$ cat src/rtl/iras_pkg.sv
// Shared types, constants and helpers for the integer-to-ASCII formatter.
// No dependencies; iras_front, iras_back and the top level import this package.
`timescale 1ns / 1ps

package iras_pkg;

  localparam int S_TDATA_W     = 80;
  localparam int NUMBER_LSB    = 0;
  localparam int NUMBER_W      = 64;
  localparam int RADIX_LSB     = 64;
  localparam int RADIX_W       = 8;
  localparam int SIZE_LSB      = 72;
  localparam int SIZE_W        = 7;
  localparam int CHAR_W        = 8;
  localparam int DIGIT_W       = 4;
  localparam int BASE_W        = 5;
  localparam int COUNT_W       = 7;
  localparam int MAX_DIGITS    = 64;
  localparam int DIGIT_IDX_W   = 6;
  localparam int BITS_PER_STEP = 8;
  localparam int QUEUE_DEPTH   = 2;

  localparam logic [RADIX_W-1:0] RADIX_MIN     = 8'd2;
  localparam logic [RADIX_W-1:0] RADIX_MAX     = 8'd16;
  localparam logic [RADIX_W-1:0] RADIX_DECIMAL = 8'd10;
  localparam logic [COUNT_W-1:0] ROOM_LIMIT    = 7'd64;
  localparam logic [CHAR_W-1:0]  CHAR_MINUS    = 8'h2D;
  localparam logic [CHAR_W-1:0]  CHAR_ZERO     = 8'h30;
  localparam logic [CHAR_W-1:0]  CHAR_ALPHA    = 8'h41;
  localparam logic [CHAR_W-1:0]  CHAR_NUL      = 8'h00;

  typedef struct packed {
    logic                empty;
    logic                neg;
    logic [BASE_W-1:0]   base;
    logic [COUNT_W-1:0]  room;
  } job_ctl_t;

  typedef enum logic [2:0] {
    ST_IDLE,
    ST_EMPTY,
    ST_DIV,
    ST_SIGN,
    ST_READ,
    ST_LOAD
  } back_state_t;

  function automatic logic [CHAR_W-1:0] digit_char(input logic [DIGIT_W-1:0] d);
    logic [CHAR_W-1:0] c;
    if (d < 4'd10) begin
      c = CHAR_ZERO + CHAR_W'(d);
    end else begin
      c = CHAR_ALPHA + CHAR_W'(d - 4'd10);
    end
    return c;
  endfunction

endpackage

$ cat src/rtl/integer_radix_to_ascii.sv
// Top level of the integer-to-ASCII formatter.
// Depends on iras_pkg, iras_front, iras_fifo, iras_back and iras_ram.
`timescale 1ns / 1ps

// Each input transaction carries a value, a signed flag, a radix and a buffer
// size, and produces the value's text as a run of output transactions, one
// ASCII character each, most significant digit first, the final one marked
// by tlast. A negative signed decimal value gets a leading '-'; a buffer of
// fewer than two bytes gives a single transaction with tuser set. A two-entry
// job queue lets the next input be taken while a number is being formatted.
// The back end works on one number at a time: the divider works out each digit
// in turn and stores it in the digit RAM, and each character is then read
// back from the RAM and loaded into the output register.

module integer_radix_to_ascii #(
  parameter int VALUE_WIDTH = 64
) (
  input  logic        clk,
  input  logic        rst,
  input  logic        s_axis_tvalid,
  output logic        s_axis_tready,
  input  logic [79:0] s_axis_tdata,  // number_bits[63:0], radix[71:64], buffer_size[78:72]
  input  logic        s_axis_tuser,  // is_signed
  output logic        m_axis_tvalid,
  input  logic        m_axis_tready,
  output logic [7:0]  m_axis_tdata,  // character[7:0]
  output logic        m_axis_tlast,  // last_char
  output logic        m_axis_tuser   // empty_text
);

  import iras_pkg::*;

  localparam int JOB_W = $bits(job_ctl_t) + VALUE_WIDTH;

  logic                   queue_full;
  logic                   push;
  job_ctl_t               push_ctl;
  logic [VALUE_WIDTH-1:0] push_mag;
  logic                   pop;
  logic                   pop_valid;
  logic [JOB_W-1:0]       pop_data;
  job_ctl_t               pop_ctl;
  logic [VALUE_WIDTH-1:0] pop_mag;

  assign pop_ctl = job_ctl_t'(pop_data[JOB_W-1:VALUE_WIDTH]);
  assign pop_mag = pop_data[VALUE_WIDTH-1:0];

  iras_front #(
    .VALUE_WIDTH (VALUE_WIDTH)
  ) u_front (
    .s_axis_tvalid (s_axis_tvalid),
    .s_axis_tready (s_axis_tready),
    .s_axis_tdata  (s_axis_tdata),
    .s_axis_tuser  (s_axis_tuser),
    .queue_full    (queue_full),
    .push          (push),
    .push_ctl      (push_ctl),
    .push_mag      (push_mag)
  );

  iras_fifo #(
    .WIDTH (JOB_W),
    .DEPTH (QUEUE_DEPTH)
  ) u_queue (
    .clk       (clk),
    .rst       (rst),
    .push      (push),
    .push_data ({push_ctl, push_mag}),
    .full      (queue_full),
    .pop       (pop),
    .pop_valid (pop_valid),
    .pop_data  (pop_data)
  );

  iras_back #(
    .VALUE_WIDTH (VALUE_WIDTH)
  ) u_back (
    .clk           (clk),
    .rst           (rst),
    .job_valid     (pop_valid),
    .job_ctl       (pop_ctl),
    .job_mag       (pop_mag),
    .job_pop       (pop),
    .m_axis_tvalid (m_axis_tvalid),
    .m_axis_tready (m_axis_tready),
    .m_axis_tdata  (m_axis_tdata),
    .m_axis_tlast  (m_axis_tlast),
    .m_axis_tuser  (m_axis_tuser)
  );

endmodule

$ cat src/rtl/iras_ram.sv
// Generic single-port-write, single-port-read RAM with registered read data.
// No dependencies.
`timescale 1ns / 1ps

module iras_ram #(
  parameter int WIDTH = 4,
  parameter int DEPTH = 64
) (
  input  logic                     clk,
  input  logic                     we,
  input  logic [$clog2(DEPTH)-1:0] waddr,
  input  logic [WIDTH-1:0]         wdata,
  input  logic                     re,
  input  logic [$clog2(DEPTH)-1:0] raddr,
  output logic [WIDTH-1:0]         rdata
);

  logic [WIDTH-1:0] mem [DEPTH];

  always_ff @(posedge clk) begin
    if (we) begin
      mem[waddr] <= wdata;
    end
    if (re) begin
      rdata <= mem[raddr];
    end
  end

endmodule

$ cat src/rtl/iras_fifo.sv
// Small job queue between the classifying front and the digit back end.
// No dependencies.
`timescale 1ns / 1ps

module iras_fifo #(
  parameter int WIDTH = 77,
  parameter int DEPTH = 2
) (
  input  logic             clk,
  input  logic             rst,
  input  logic             push,
  input  logic [WIDTH-1:0] push_data,
  output logic             full,
  input  logic             pop,
  output logic             pop_valid,
  output logic [WIDTH-1:0] pop_data
);

  localparam int AW = $clog2(DEPTH);
  localparam int CW = $clog2(DEPTH + 1);

  logic [WIDTH-1:0] slots [DEPTH];
  logic [AW-1:0]    wr_ptr;
  logic [AW-1:0]    rd_ptr;
  logic [CW-1:0]    fill;

  assign full      = (fill == CW'(DEPTH));
  assign pop_valid = (fill != '0);
  assign pop_data  = slots[rd_ptr];

  always_ff @(posedge clk) begin
    if (rst) begin
      wr_ptr <= '0;
      rd_ptr <= '0;
      fill   <= '0;
    end else begin
      if (push) begin
        wr_ptr <= wr_ptr + 1'b1;
      end
      if (pop) begin
        rd_ptr <= rd_ptr + 1'b1;
      end
      if (push && !pop) begin
        fill <= fill + 1'b1;
      end else if (pop && !push) begin
        fill <= fill - 1'b1;
      end
    end
  end

  always_ff @(posedge clk) begin
    if (push) begin
      slots[wr_ptr] <= push_data;
    end
  end

endmodule

$ cat src/rtl/iras_front.sv
// Input side: accepts transactions, picks the base, sign and digit room.
// Depends on iras_pkg.
`timescale 1ns / 1ps

module iras_front #(
  parameter int VALUE_WIDTH = 64
) (
  input  logic                           s_axis_tvalid,
  output logic                           s_axis_tready,
  input  logic [iras_pkg::S_TDATA_W-1:0] s_axis_tdata,
  input  logic                           s_axis_tuser,
  input  logic                           queue_full,
  output logic                           push,
  output iras_pkg::job_ctl_t             push_ctl,
  output logic [VALUE_WIDTH-1:0]         push_mag
);

  import iras_pkg::*;

  logic [VALUE_WIDTH-1:0] value;
  logic [RADIX_W-1:0]     radix;
  logic [SIZE_W-1:0]      size;
  logic                   neg;
  logic [COUNT_W-1:0]     room_raw;

  assign value = s_axis_tdata[NUMBER_LSB +: VALUE_WIDTH];
  assign radix = s_axis_tdata[RADIX_LSB +: RADIX_W];
  assign size  = s_axis_tdata[SIZE_LSB +: SIZE_W];

  assign s_axis_tready = !queue_full;
  assign push          = s_axis_tvalid && !queue_full;

  always_comb begin
    neg      = s_axis_tuser && (radix == RADIX_DECIMAL) && value[VALUE_WIDTH-1];
    room_raw = neg ? (size - 7'd2) : (size - 7'd1);
    push_mag = neg ? (~value + 1'b1) : value;

    push_ctl.empty = (size < 7'd2);
    push_ctl.neg   = neg;
    if (radix < RADIX_MIN || radix > RADIX_MAX) begin
      push_ctl.base = BASE_W'(RADIX_DECIMAL);
    end else begin
      push_ctl.base = radix[BASE_W-1:0];
    end
    push_ctl.room = (room_raw > ROOM_LIMIT) ? ROOM_LIMIT : room_raw;
  end

endmodule

$ cat src/rtl/iras_back.sv
// Back end: divides the magnitude by the base eight bits per cycle, keeps the
// digits in a RAM and sends the text out most significant digit first.
// Depends on iras_pkg and iras_ram.
`timescale 1ns / 1ps

module iras_back #(
  parameter int VALUE_WIDTH = 64
) (
  input  logic                         clk,
  input  logic                         rst,
  input  logic                         job_valid,
  input  iras_pkg::job_ctl_t           job_ctl,
  input  logic [VALUE_WIDTH-1:0]       job_mag,
  output logic                         job_pop,
  output logic                         m_axis_tvalid,
  input  logic                         m_axis_tready,
  output logic [iras_pkg::CHAR_W-1:0]  m_axis_tdata,
  output logic                         m_axis_tlast,
  output logic                         m_axis_tuser
);

  import iras_pkg::*;

  localparam int PW     = ((VALUE_WIDTH + BITS_PER_STEP - 1) / BITS_PER_STEP) * BITS_PER_STEP;
  localparam int STEPS  = PW / BITS_PER_STEP;
  localparam int STEP_W = (STEPS > 1) ? $clog2(STEPS) : 1;

  back_state_t              state;
  back_state_t              state_next;
  job_ctl_t                 ctl;
  job_ctl_t                 ctl_next;
  logic [PW-1:0]            q;
  logic [PW-1:0]            q_next;
  logic [DIGIT_W-1:0]       rem;
  logic [DIGIT_W-1:0]       rem_next;
  logic [STEP_W-1:0]        step;
  logic [STEP_W-1:0]        step_next;
  logic [COUNT_W-1:0]       count;
  logic [COUNT_W-1:0]       count_next;
  logic [DIGIT_IDX_W-1:0]   idx;
  logic [DIGIT_IDX_W-1:0]   idx_next;
  logic                     out_valid_next;
  logic [CHAR_W-1:0]        out_char_next;
  logic                     out_last_next;
  logic                     out_empty_next;
  logic                     out_load;
  logic                     out_free;
  logic [DIGIT_W-1:0]       div_rem;
  logic [BITS_PER_STEP-1:0] div_qbits;
  logic [PW-1:0]            div_q;
  logic [BASE_W-1:0]        trial;
  logic                     ram_we;
  logic                     ram_re;
  logic [DIGIT_W-1:0]       ram_rdata;

  assign out_free = !m_axis_tvalid || m_axis_tready;

  always_comb begin
    div_rem   = rem;
    div_qbits = '0;
    trial     = '0;
    for (int i = 0; i < BITS_PER_STEP; i++) begin
      trial = {div_rem, q[PW-1-i]};
      if (trial >= ctl.base) begin
        div_rem                          = DIGIT_W'(trial - ctl.base);
        div_qbits[BITS_PER_STEP-1-i] = 1'b1;
      end else begin
        div_rem = trial[DIGIT_W-1:0];
      end
    end
    div_q = (q << BITS_PER_STEP) | PW'(div_qbits);
  end

  iras_ram #(
    .WIDTH (DIGIT_W),
    .DEPTH (MAX_DIGITS)
  ) u_digits (
    .clk   (clk),
    .we    (ram_we),
    .waddr (count[DIGIT_IDX_W-1:0]),
    .wdata (div_rem),
    .re    (ram_re),
    .raddr (idx),
    .rdata (ram_rdata)
  );

  always_comb begin
    state_next     = state;
    ctl_next       = ctl;
    q_next         = q;
    rem_next       = rem;
    step_next      = step;
    count_next     = count;
    idx_next       = idx;
    job_pop        = 1'b0;
    ram_we         = 1'b0;
    ram_re         = 1'b0;
    out_load       = 1'b0;
    out_char_next  = m_axis_tdata;
    out_last_next  = m_axis_tlast;
    out_empty_next = m_axis_tuser;

    unique case (state)
      ST_IDLE: begin
        if (job_valid) begin
          job_pop    = 1'b1;
          ctl_next   = job_ctl;
          q_next     = PW'(job_mag);
          rem_next   = '0;
          step_next  = '0;
          count_next = '0;
          if (job_ctl.empty) begin
            state_next = ST_EMPTY;
          end else if (job_ctl.room == '0) begin
            state_next = ST_SIGN;
          end else begin
            state_next = ST_DIV;
          end
        end
      end
      ST_EMPTY: begin
        if (out_free) begin
          out_load       = 1'b1;
          out_char_next  = CHAR_NUL;
          out_last_next  = 1'b1;
          out_empty_next = 1'b1;
          state_next     = ST_IDLE;
        end
      end
      ST_DIV: begin
        q_next    = div_q;
        rem_next  = div_rem;
        step_next = step + 1'b1;
        if (step == STEP_W'(STEPS - 1)) begin
          ram_we     = 1'b1;
          count_next = count + 1'b1;
          rem_next   = '0;
          step_next  = '0;
          if (div_q == '0 || count_next >= ctl.room) begin
            idx_next   = count[DIGIT_IDX_W-1:0];
            state_next = ctl.neg ? ST_SIGN : ST_READ;
          end
        end
      end
      ST_SIGN: begin
        if (out_free) begin
          out_load       = 1'b1;
          out_char_next  = CHAR_MINUS;
          out_last_next  = (count == '0);
          out_empty_next = 1'b0;
          if (count == '0) begin
            state_next = ST_IDLE;
          end else begin
            state_next = ST_READ;
          end
        end
      end
      ST_READ: begin
        ram_re     = 1'b1;
        state_next = ST_LOAD;
      end
      ST_LOAD: begin
        if (out_free) begin
          out_load       = 1'b1;
          out_char_next  = digit_char(ram_rdata);
          out_last_next  = (idx == '0);
          out_empty_next = 1'b0;
          if (idx == '0) begin
            state_next = ST_IDLE;
          end else begin
            idx_next   = idx - 1'b1;
            state_next = ST_READ;
          end
        end
      end
      default: begin
        state_next = ST_IDLE;
      end
    endcase

    out_valid_next = out_load || (m_axis_tvalid && !m_axis_tready);
  end

  always_ff @(posedge clk) begin
    if (rst) begin
      state         <= ST_IDLE;
      step          <= '0;
      count         <= '0;
      idx           <= '0;
      m_axis_tvalid <= 1'b0;
    end else begin
      state         <= state_next;
      step          <= step_next;
      count         <= count_next;
      idx           <= idx_next;
      m_axis_tvalid <= out_valid_next;
    end
  end

  always_ff @(posedge clk) begin
    ctl          <= ctl_next;
    q            <= q_next;
    rem          <= rem_next;
    m_axis_tdata <= out_char_next;
    m_axis_tlast <= out_last_next;
    m_axis_tuser <= out_empty_next;
  end

endmodule

$ cat config.mk
export PLATFORM = sky130hd
export DESIGN_NAME = integer_radix_to_ascii
export DESIGN_NICKNAME = d
export VERILOG_FILES = /design/src/rtl/iras_pkg.sv /design/src/rtl/integer_radix_to_ascii.sv /design/src/rtl/iras_ram.sv /design/src/rtl/iras_fifo.sv /design/src/rtl/iras_front.sv /design/src/rtl/iras_back.sv
export SDC_FILE = /design/constraint.sdc
export NUM_CORES = 1
export LEC_CHECK = 0
export ABC_AREA = 1
export BUFFER_PORTS_ARGS = -buffer_cell sky130_fd_sc_hd__clkbuf_2
export CORE_MARGIN = 2
export CORE_UTILIZATION = 45
export CTS_CLUSTER_SIZE = 8
export DETAILED_ROUTE_END_ITERATION = 8
export PLACE_DENSITY = 0.64
export SYNTH_ARGS = -nofsm -noshare
export SYNTH_HDL_FRONTEND = slang
export SYNTH_HIERARCHICAL = 1
export SYNTH_SLANG_ARGS = --single-unit
$ cat constraint.sdc
create_clock -name clk -period 20 [get_ports clk]
set_input_delay 6 -clock clk [delete_from_list [all_inputs] [get_ports clk]]
set_output_delay 6 -clock clk [all_outputs]
set_load 0.01 [all_outputs]
==> impl_metrics.tcl, run 1 <==
set metrics [dict create \
    place.gp.congestion 0.9072 \
    yosys-top-cells-area "edfxtp_1, nand2_1, nand3_1" \
    area_growth_pct 11.38 \
    status "complete, no violations" \
    crit_path_max_fanout 64 \
    clk-insertion-delay-late_ns 0.61 \
    synth.most_common_cell "nand2_1" \
    setup_tns_ns 0 \
    die_w_um 248.4 \
    cts_inserted_buffers 76 \
    fin_crit_ns 11.75 \
    fmax_ghz 0.08507 \
    die_h_um 248.4 \
    initial_utilization_pct 45.56 \
    drc_errors 0 \
    timing.final.crit_share_pct 58.77 \
    synth.largest_area_cell "edfxtp_1" \
    grt_setup_unrepaired "no" \
    finalMaxSlewViolations 0 \
    coreArea_mm2 0.05902 \
    async_reset_ff_share_pct 0 \
    cp.required_ns 20.29 \
    drtAntennaViolNets 0 \
    finalClockSkew_ns 0.04031 \
    wl_per_cell_um 18.03 \
    grt_pass1_vias 19310 \
    clk_pin_slew_ns 0.05 \
    io_pins 97 \
    tightest_slew_ns 1.157 \
    holdWs_ns 0.4676 \
    clk_path_buf_depth 3 \
    numPortBuffers 94 \
    synth_ff_type "edfxtp_1" \
    cap_violations 0 \
    drive_gt1_share_pct 12.22 \
    firstDrtPassIters 5 \
    cts_resized 0 \
    cp.arrival_ns 12.04 \
    cpPeakStageDelay_ns 0.65 \
    grt_usage_pct 20.88 \
    h-tree-depth 3 \
    hold_viol_final 0 \
    yosysSeqAreaShare_pct 58.37 \
    ys_seq_elements 531 \
    tritoncts "done" \
    vias 19090 \
    dieArea_mm2 0.06172 \
    antenna_found_initial 0 \
    clockRootBuffer "clkbuf_16" \
    worstSetupPathType "flop to flop" \
    viasPerCell 5.331 \
    grt-ovfl-total 0 \
    netlist_instances 2688 \
    cts.repair_timing.setup_buffer_count 0 \
    slew_headroom_pct 22.89 \
    clock_sinks 531 \
    critPathLaunchType "flop" \
    critPathCaptureType "flop" \
    ys_top_cells_by_count "nand2_1, edfxtp_1, nand3_1" \
    final-setup-viol-count 0 \
    n_fill_cell 5281 \
    grt_pass1_wl_mm 102.2 \
    synth_top_area_share_pct 56.51 \
    postCtsHoldBufs 0 \
    drt-total-wl_mm 64.58 \
    drt_iter0_markers 1391 \
    std_cell_rows 89 \
    synth_area_mm2 0.02689 \
    ys_warn_count 6 \
    cpMostUsedCell "nand2_1" \
    synth_nets 2843 \
    dpl.hpwl_mm 43.59 \
    rrSetupSlack_ns 8.25 \
    grt_max_degree 112 \
    ys_types 49 \
    fin_nets 2940 \
    synth-edff-count 506 \
    avgSynthCellArea_um2 10.00 \
    antenna_cells 0 \
    hold_class "flop to flop" \
    slowest_stage "edfxtp_1" \
]
## registers in the layout, indices dropped and copies added, names as in the netlist, 2 cells and up, named ones only
name / count
u_queue/fill: 2
u_back/state: 3
u_back/step: 3
u_back/q: 64
u_back/u_digits/mem: 256
u_back/count: 7
u_back/rem: 4
u_back/ctl: 13
u_back/u_digits/rdata: 4
u_queue/slots: 156
u_back/m_axis_tdata: 7
u_back/idx: 6
## per-stage QoR
| step | instance area (um^2) | setup slack, ns | utilization, % | cells |
|---|---|---|---|---|
| finish | 29950 | 8.245 | 50.74 | 3581 |
| global route | 29950 | 6.971 | 50.74 | 3581 |
| CTS | 29950 | 8.204 | 50.74 | 3581 |
| detailed placement | 27830 | 8.223 | 47.15 | 3480 |
| global placement | 27830 | 8.500 | 47.15 | 3480 |
| floorplan | 26890 | 9.963 | - | 2688 |
## placed cells by master (no fill, tap or decap), types with 22 or more instances in the layout
master / Yosys / routed
a21oi_1: 46 / 46
clkbuf_16: 0 / 78
clkbuf_2: 0 / 94
dfxtp_1: 25 / 22
edfxtp_1: 506 / 506
ha_1: 62 / 62
inv_1: 239 / 237
mux2_2: 58 / 58
nand2_1: 747 / 745
nand3_1: 300 / 300
nand4_1: 46 / 46
nor2_1: 239 / 238
o21ai_0: 88 / 88
o21ai_1: 24 / 24
xor2_1: 57 / 57
## layout make-up
type / count / area (um^2) / area share, %
clock buffer: 96 / 2019 / 6.743
clock inverter: 5 / 100.1 / 0.3342
inverter: 254 / 960.9 / 3.209
multi-input combinational: 1811 / 9598 / 32.05
sequential: 531 / 15700 / 52.44
tap: 773 / 967.2 / 3.230
timing repair buffer: 111 / 598.1 / 1.997
## path summary, 6_finish.rpt
check | from | end | cells past startpoint
setup / recovery | u_back/ctl[8] | u_back/u_digits/mem[40][0] | 66
hold / removal | u_back/step[2] | u_back/step[2] | 2
setup reg to reg | u_back/ctl[8] | u_back/u_digits/mem[40][0] | 66
hold reg to reg | u_back/step[2] | u_back/step[2] | 2
## metal layers
layer / wire length [um] / global-route usage, % / vias to the layer above
li1: - / - / 9293
met1: 26370 / 25.81 / 9124
met2: 33010 / 36.87 / 554
met3: 3306 / 3.036 / 119
met4: 1895 / 8.075 / 0
met5: 0 / 0 / -
## kinds of logic (layout without fill, tap and decap cells)
| family | after synthesis | in the layout | synth area share, % |
|---|---|---|---|
| other cells | 1 | 1 | 0.01395 |
| flops | 531 | 531 | 58.37 |
| simple gates | 1406 | 1406 | 22.53 |
| xor+xnor | 75 | 75 | 2.443 |
| buf+inv | 346 | 466 | 5.975 |
| fa+ha+maj | 70 | 70 | 3.481 |
| compound gates | 181 | 181 | 3.639 |
| mux | 78 | 78 | 3.546 |
## worst max-delay path: cells and delay by family, from the launching register on
family          cells  cell delay [ns]
buf+inv            11             1.69
fa+ha+maj           8             2.57
flops               1             0.65
simple gates       37             4.66
compound gates     10             1.84
Power of run 1 is not shown: default switching activity piles up to over one toggle a cycle in this logic, so the estimate is an artifact.
==> inputs of run 2 (changes only) <==
clock period = 10.94 ns   (was 20 ns; I/O delays follow)
==> impl_metrics.tcl, run 2 (synthesis gave the netlist of run 1 again) <==
set metrics [dict create \
    grt_max_degree 75 \
    vias 19290 \
    antenna_cells 0 \
    clockRootBuffer "clkbuf_16" \
    dpl.hpwl_mm 44.12 \
    fmax_ghz 0.09923 \
    grt_pass1_wl_mm 102.7 \
    viasPerCell 5.338 \
    n_fill_cell 5258 \
    grt-ovfl-total 0 \
    wl_per_cell_um 18.09 \
    whs_path_depth 1 \
    dp.cells 3487 \
    clk_pin_slew_ns 0.04 \
    area_growth_pct 12.82 \
    dieArea_mm2 0.06172 \
    cp.required_ns 11.48 \
    fin_crit_ns 10.08 \
    worstSetupPathType "flop to flop" \
    clk-insertion-delay-late_ns 0.60 \
    h-tree-depth 3 \
    critPathLaunchType "flop" \
    drt-total-wl_mm 65.37 \
    place.gp.congestion 0.9181 \
    status "complete, no violations" \
    cpMostUsedCell "nand2_1" \
    postCtsHoldBufs 0 \
    cp.arrival_ns 10.61 \
    hold_viol_final 0 \
    finalClockSkew_ns 0.04282 \
    finalMaxSlewViolations 0 \
    final_common_cell "nand2_1" \
    cts_inserted_buffers 77 \
    firstDrtPassIters 5 \
    die_w_um 248.4 \
    io_pins 97 \
    clock_sinks 531 \
    tritoncts "done" \
    hold_class "flop to flop" \
    drive_gt1_share_pct 13.52 \
    die_h_um 248.4 \
    std_cell_rows 89 \
    crit_path_max_fanout 12 \
    largest_reg_flops 256 \
    final_cell_mix "nand2_1, edfxtp_1, nand3_1, nor2_1, inv_1" \
    clk_path_buf_depth 3 \
    reg2reg_depth 60 \
    drc_errors 0 \
    largestRegisters "u_back/u_digits/mem x256, u_queue/slots x156, u_back/q x64" \
    final-setup-viol-count 0 \
    timing.final.crit_share_pct 92.12 \
    largest_register "u_back/u_digits/mem" \
    placed_cell_area_mm2 0.02797 \
    cap_violations 0 \
    drt_iter0_markers 1413 \
    critPathCaptureType "flop" \
    initial_utilization_pct 45.56 \
    tightest_slew_ns 1.205 \
    post-route-util_pct 51.40 \
    numPortBuffers 94 \
    grt_pass1_vias 19240 \
    fin_cells 3614 \
    slowest_stage "o21ai_0" \
    slew_headroom_pct 19.58 \
    coreArea_mm2 0.05902 \
    antenna_found_initial 0 \
    drtAntennaViolNets 0 \
    fin_area_mm2 0.03033 \
    fin_nets 2969 \
    cpPeakStageDelay_ns 0.45 \
    grt_usage_pct 20.96 \
]
## run 2: cell types whose count changed in the layout (fill, tap and decap cells not counted), moves of 2 or more
cell,before,now
buf_4,17,38
buf_12,0,7
o21ai_0,88,82
o21ai_1,24,28
clkinvlp_4,0,3
inv_1,237,234
clkbuf_1,18,20
nand3_1,300,298
nor2_1,238,236
nor2_4,14,16
o21ai_2,3,5
## run 2: path summary, 6_finish.rpt
kind                                     start               to  slack [ns]
worst max-delay path            u_back/ctl[11]  u_back/state[0]        0.86
worst min-delay path            u_back/step[0]   u_back/step[0]        0.47
worst max register to register  u_back/ctl[11]  u_back/state[0]        0.86
worst min register to register  u_back/step[0]   u_back/step[0]        0.47
## run 2: final cells by class
class                      count  area [um^2]  area share [%]
clock buffer                  98         2027           6.682
clock inverter                 8        111.4          0.3671
inverter                     254        972.2           3.205
multi-input combinational   1811         9656           31.83
sequential                   531        15700           51.77
tap                          773        967.2           3.189
timing repair buffer         139        895.9           2.953
## run 2: worst max-delay path: cells and delay by family (launching register included)
kind                       cells  cell delay, ns
DFF                            1            0.37
AOI/OAI and AO/OA             10            1.92
and+or+nand+nor               36            4.38
buffers and inverters          6            0.69
adders and majority gates      8            2.65
## run 2: per-stage QoR
stage | setup WS, ns | setup TNS (ns) | hold slack, ns
after floorplan | 1.565 | 0 | 0.4342
after global placement | 0.8153 | 0 | 0.4446
after detailed placement | 0.3599 | 0 | 0.4602
after CTS | 0.3095 | 0 | 0.4667
after global routing | -0.05046 | -1.171 | 0.5002
final | 0.8624 | 0 | 0.4657
## run 2: repair_timing
| item | 4_1_cts | 5_1_grt |
|---|---|---|
| gates resized for setup | 0 | 20 |
| setup buffers | 0 | 21 |
| setup endpoints to repair | 0 | 270 |
## run 2: layer usage
layer  global-route usage (%)  wire [um]  vias to the layer above
met1                    26.29      26960                     9204
met3                    2.879       3674                      121
met2                    36.58      32540                      598
met4                    8.315       2193                        0
li1                         -          -                     9368
met5                        0          0                        -
Power of run 2 is left out for the same reason.
